### config.mk
export PLATFORM = sky130hd
export DESIGN_NAME = sws_ctrl
export DESIGN_NICKNAME = d
export VERILOG_FILES = /design/src/rtl/sws_pkg.sv /design/src/rtl/sws_ctrl.sv
export SDC_FILE = /design/constraint.sdc
export NUM_CORES = 1
export LEC_CHECK = 0
export BUFFER_PORTS_ARGS = -buffer_cell sky130_fd_sc_hd__buf_2
export CORE_UTILIZATION = 51
export DETAILED_ROUTE_END_ITERATION = 10
export PLACE_DENSITY = 0.82
export REMOVE_ABC_BUFFERS = 1
export SETUP_SLACK_MARGIN = 0.05
export SLEW_MARGIN = 10
export SYNTH_ARGS = -nofsm -noshare
export SYNTH_HDL_FRONTEND = slang
export SYNTH_SLANG_ARGS = --single-unit
export TNS_END_PERCENT = 1
### constraint.sdc
create_clock -name clk -period 3.4 [get_ports clk]
set_input_delay 0.17 -clock clk [delete_from_list [all_inputs] [get_ports clk]]
set_output_delay 0.17 -clock clk [all_outputs]
set_load 0.05 [all_outputs]
### src/rtl/sws_pkg.sv
package sws_pkg;

    localparam int RGB_W     = 8;
    localparam int GREY_W    = 18;
    localparam int CFG_W     = 6;
    localparam int SCORE_W   = 18;
    localparam int MUL_W     = 64;
    localparam int PROD_W    = 2 * MUL_W;
    localparam int REM_W     = PROD_W + 2;
    localparam int QUO_W     = 18;
    localparam int MUL_CNT_W = $clog2(MUL_W);
    localparam int DIV_CNT_W = $clog2(QUO_W);
    localparam int SMALL_OPS = 10;

    localparam int unsigned MAX_WINDOW_DEF  = 32;
    localparam int unsigned MAX_WINDOWS_DEF = 1048575;

    localparam logic [CFG_W-1:0] WINDOW_SIZE_RST = 6'd8;
    localparam logic [MUL_W-1:0] C1_TERM = 64'd6502500;
    localparam logic [MUL_W-1:0] C2_TERM = 64'd58522500;
    localparam logic [SCORE_W-1:0] SCORE_ONE = 18'd65536;
    localparam longint unsigned GREY_MAX = 64'd255000;

    typedef enum logic [3:0] {
        ST_IDLE,
        ST_ACCUM,
        ST_CHECK,
        ST_MUL,
        ST_DIV,
        ST_UPDATE,
        ST_MEAN_CHK,
        ST_MEAN_DIV,
        ST_FINISH
    } state_t;

    typedef enum logic [3:0] {
        MUL_NN,
        MUL_NM,
        MUL_C1N,
        MUL_C2N,
        MUL_S1S2,
        MUL_S1SQ,
        MUL_S2SQ,
        MUL_NP,
        MUL_NQ1,
        MUL_NQ2,
        MUL_NUM,
        MUL_DEN
    } mul_op_t;

    typedef struct packed {
        logic    capture;
        logic    accum;
        logic    mul_start;
        mul_op_t mul_op;
        logic    div_start;
        logic    div_mean;
        logic    score_zero;
        logic    score_update;
        logic    mean_zero;
        logic    mean_load;
        logic    finish;
    } dp_cmd_t;

    typedef struct packed {
        logic wlast;
        logic ilast;
        logic count_ok;
        logic mul_done;
        logic div_done;
        logic mean_needed;
        logic out_free;
    } dp_stat_t;

    function automatic logic [GREY_W-1:0] grey(input logic [RGB_W-1:0] r,
                                               input logic [RGB_W-1:0] g,
                                               input logic [RGB_W-1:0] b);
        return GREY_W'(r) * 18'd299 + GREY_W'(g) * 18'd587 + GREY_W'(b) * 18'd114;
    endfunction

endpackage

### src/rtl/sws_ctrl.sv
module sws_ctrl
    import sws_pkg::*;
(
    input  logic     clk,
    input  logic     rst_n,
    input  logic     s_tvalid,
    output logic     s_tready,
    input  dp_stat_t stat,
    output dp_cmd_t  cmd
);

    state_t  state_reg, state_next;
    mul_op_t op_reg, op_next;

    always_ff @(posedge clk or negedge rst_n)
    begin
        if (!rst_n)
        begin
            state_reg <= ST_IDLE;
            op_reg    <= MUL_NN;
        end
        else
        begin
            state_reg <= state_next;
            op_reg    <= op_next;
        end
    end

    always_comb
    begin
        state_next = state_reg;
        op_next    = op_reg;
        cmd        = '0;
        cmd.mul_op = op_reg;
        s_tready   = 1'b0;
        case (state_reg)
            ST_IDLE:
            begin
                s_tready = 1'b1;
                if (s_tvalid)
                begin
                    cmd.capture = 1'b1;
                    state_next  = ST_ACCUM;
                end
            end
            ST_ACCUM:
            begin
                cmd.accum  = 1'b1;
                state_next = stat.wlast ? ST_CHECK : ST_IDLE;
            end
            ST_CHECK:
            begin
                if (stat.count_ok)
                begin
                    op_next       = MUL_NN;
                    cmd.mul_op    = MUL_NN;
                    cmd.mul_start = 1'b1;
                    state_next    = ST_MUL;
                end
                else
                begin
                    cmd.score_zero = 1'b1;
                    state_next     = ST_MEAN_CHK;
                end
            end
            ST_MUL:
            begin
                if (stat.mul_done)
                begin
                    if (op_reg == MUL_DEN)
                    begin
                        cmd.div_start = 1'b1;
                        state_next    = ST_DIV;
                    end
                    else
                    begin
                        op_next       = mul_op_t'(op_reg + 4'd1);
                        cmd.mul_op    = op_next;
                        cmd.mul_start = 1'b1;
                    end
                end
            end
            ST_DIV:
            begin
                if (stat.div_done)
                begin
                    state_next = ST_UPDATE;
                end
            end
            ST_UPDATE:
            begin
                cmd.score_update = 1'b1;
                state_next       = ST_MEAN_CHK;
            end
            ST_MEAN_CHK:
            begin
                cmd.mean_zero = 1'b1;
                if (stat.mean_needed)
                begin
                    cmd.div_start = 1'b1;
                    cmd.div_mean  = 1'b1;
                    state_next    = ST_MEAN_DIV;
                end
                else
                begin
                    state_next = ST_FINISH;
                end
            end
            ST_MEAN_DIV:
            begin
                if (stat.div_done)
                begin
                    cmd.mean_load = 1'b1;
                    state_next    = ST_FINISH;
                end
            end
            ST_FINISH:
            begin
                if (stat.out_free)
                begin
                    cmd.finish = 1'b1;
                    state_next = ST_IDLE;
                end
            end
            default:
            begin
                state_next = ST_IDLE;
            end
        endcase
    end

endmodule

After elaboration in Yosys (flattened, before gate mapping):

Index checks and enable logic that the tools add are counted.

* bits in writable memories: 0
* bits in latches: 0
* word-level logic and storage cells: 58
* flip-flop bits (word level): 8
* memory bits (read-only): 0
* memories: 0

* multipliers: 0
* div/mod/pow operators: 0
* equality and inequality tests: 17
* order comparisons: 0
* bitwise logic cells: 0
* mux-type cells: 34
* shifts and indexed selects: 0
* reductions and logical operators: 4
* $add $sub $neg: 1

Operators with widths (count)
* 4-bit two-way mux: 10
* 4-bit one-hot mux with 9 select lines: 1
* 4-bit by 3-bit == test with 1-bit output (second input constant): 4
* 2-bit inequality test (second input constant): 8
* 1-bit two-way mux: 14
* 5-bit two-way mux: 2
* 5-bit one-hot mux with 2 select lines: 1
* 4-bit by 2-bit == test with 1-bit output (second input constant): 2
* 4-bit == test (second input constant): 2
* 4-bit one-hot mux with 2 select lines: 1
* 6-bit two-way mux: 1
* 6-bit AND reduction: 1
* 4-bit by 1-bit adder with 4-bit output (second input constant): 1
* 4-bit by 1-bit == test with 1-bit output (second input constant): 1
* 4-bit logical NOT: 1
* 2-bit two-way mux: 2
* 4-bit AND reduction: 1
* 3-bit two-way mux: 1
* 1-bit one-hot mux with 2 select lines: 1
* 2-bit nonzero test: 1

Longest topological paths before layout:

* word-level depth: 4
* depth in mapped cells: 5

Least setup slack after synthesis:

Ideal clock, no wire load.

* path kind: register -> output
* start point: reg state_reg[0]
* end point: out cmd[13] (netlist bit)
* path buffers: 1
* cell stages (with the launch flop): 4
* slack: 0.503 ns
* data arrival time: 2.727 ns
* path through: dfrtp_1 > buf_2 > nor4_1 > and2_1

RTL lines
* from (decl): RTL line sws_ctrl.sv:12 `state_t state_reg, state_next;`
* from (signal assigned): RTL line sws_ctrl.sv:24 `state_reg <= state_next;`
* to (decl): RTL line sws_ctrl.sv:9 `output dp_cmd_t cmd`

==> results.txt <==
Nets - 116
Die height - 38.4 µm
Max-cap viol count - 0
Syn Area/Cell - 8.45 µm²
Commonest register cell after synthesis - dfrtp_1
RSZ-0062 raised after global routing - no
Pre-antenna DRT Iters - 4
Drt drc - 0
Crit end category - primary output
Final ANT Viol Nets - 0
Final Max Tran Viols - 0
Slew HR - 69.3%
PortBufs - 23
Share of cells above drive strength 1 - 32.0%
TritonCTS clock tree - done
Die W - 38.4 µm
Syn-to-layout area delta - 21.3%
Placed insts - 113
Final wirelength - 1500 µm
R2r worst-path depth - 4
Vias in the first global route - 523
Max H-tree Level - 1
Hold crit path type - primary input to flop
Initial Util - 57.7%
Hold path depth - 2
Num rows - 12
Synth top area cells - dfrtp_1 (30%), o21ai_1 (7.4%), nand2b_1 (4.6%)
Post-cts sizing count - 0
Post-synthesis cell type count - 36
Final hold viol count - 0
Clock skew - 0.00703 ns
Setup TNS - 0 ns
Clk sinks - 8
Core area - 1170 µm²
Req. time, crit path - 3.23 ns
Longest Clk Path Bufs - 2
Seq/Total Area, Yosys - 29.6%
CP arrival - 1.93 ns
Pre-CTS setup slack - 1.58 ns
Via density - 5.68
CP Launch Type - flop
Worst slew pin tran - 0.460 ns
Cell with the most instances after synthesis - o21ai_1
Critical path class - flop to primary output
Total vias in the final route - 665
Mapped cell area - 676 µm²
Initial antenna violation count - 0
Setup ws final - 1.30 ns
# diodes - 0
DR iter-0 viols - 14
Leakage - 0.382 nW
Largest net degree at the start of global routing - 17
PwrDens - 944 nW/µm²
List of most frequent post-synthesis cells - o21ai_1 (10), dfrtp_1 (8), nor2_1 (7), a21oi_1 (5), nand2b_1 (5)
Routed wire per std cell - 12.8 µm
Dominant cell type by area after synthesis - dfrtp_1
Cells after synthesis - 80
Die area - 1470 µm²
Gr ovfl total - 0
GP Congestion - 0.790
Count of final setup violators - 0
Synth top area share - 29.6%
Skew-Pair Late Insertion Delay - 0.25 ns
CTS Buf Count - 3
Status - completed
HPWL Detailed - 1190 µm
First-pass GRT wire length - 2370 µm
Max FO, Critical Path - 16
YS warnings - 0
Fin cells - 117
Fmax - 0.476 GHz
FF+latch count, synth - 8
Clock transition at path regs - 0.05 ns
I/O Pins - 25
Number of synthesized flops with an enable pin - 0
Total track usage - 23.4%
Tmin final - 2.10 ns
Post-synth ARST share - 100%
Final period utilization - 61.8%
Maximum vdd ir drop - 511 µV
Clock Tree Root - clkbuf_4
[metrics by stage]
| stage | utilization (%) | instance area (µm²) | hold slack [ns] | power (mW) |
|---|---|---|---|---|
| 6_report | 70.0 | 820 | 0.140 | 0.774 |
| 2_1_floorplan | - | 654 | -0.126 | 0.595 |
| 4_1_cts | 70.0 | 820 | 0.133 | 0.777 |
| 3_5_place_dp | 67.2 | 787 | 0.0156 | 0.704 |
| 3_3_place_gp | 67.2 | 787 | 0.0120 | 0.693 |
| 5_1_grt | 70.0 | 820 | 0.153 | 0.830 |
[critical path, cell delays in order (launching register included)]
cell and delay (ns):
dfrtp_1 0.54, nand4bb_1 0.40, a21oi_1 0.28, o21ai_1 0.11
o21ai_1 0.08, buf_2 0.27
[per-layer routing]
metal  wire (µm)  part of all wire, %  global-route usage, %  vias to the layer above
li1            -                    -                      -                      349
met1         755                   50                   37.3                      296
met2         683                   46                   31.8                       20
met3          58                  3.9                   3.49                        0
met4           0                    0                   7.76                        0
met5           0                    0                      0                        -
[layout by cell type (no fill, tap or decap), types with 2 or more instances in the layout]
| cell type | instances |
|---|---|
| clkbuf_4 | 3 |
| o31ai_1 | 2 |
| nor3_1 | 2 |
| buf_2 | 23 |
| nor4_1 | 2 |
| nand2b_1 | 5 |
| a21oi_1 | 5 |
| nor2_1 | 7 |
| mux2i_1 | 3 |
| and2_1 | 3 |
| nand3_1 | 3 |
| nor2b_1 | 2 |
| o21ai_1 | 10 |
| dfrtp_1 | 8 |
| a211o_1 | 2 |
| nand2_1 | 2 |
| inv_1 | 2 |
[where the power goes]
part	total (mW)	switching, mW	internal [mW]
registers	0.207	0.0810	0.126
clock network	0.0678	0.0277	0.0401
logic	0.499	0.333	0.166
[cells by family (layout without fill, tap and decap cells)]
family	after synthesis	after routing	share of synthesized area, %
flops	8	8	29.6
simple gates	37	37	35.9
fa+ha+maj	1	1	1.85
mux	3	3	4.44
compound gates	24	24	23.3
buf+inv	7	30	4.81
[cell type report]
class / instances / area (µm²)
Tap cell: 14 / 17.5
Timing Repair Buffer: 24 / 125
Fill cell: 103 / 352
Clock buffer: 3 / 22.5
Sequential cell: 8 / 200
Multi-Input combinational cell: 65 / 443
Inverter: 3 / 11.3
[final timing paths]
check	startpoint	endpoint	slack, ns
worst max register to register	state_reg[2]	state_reg[0]	1.77
max in group asynchronous	rst_n	op_reg[2]	2.95
worst min-delay path	stat[0]	state_reg[3]	0.14
worst max-delay path	state_reg[2]	cmd[7]	1.30
worst min register to register	op_reg[0]	op_reg[0]	0.55
min in group asynchronous	rst_n	state_reg[3]	0.28
[repair_timing]
item,4_1_cts,5_1_grt
buffers inserted,0,0
hold buffers,1,0
hold endpoints to repair,8,0
(Power assumes the default switching activity.)
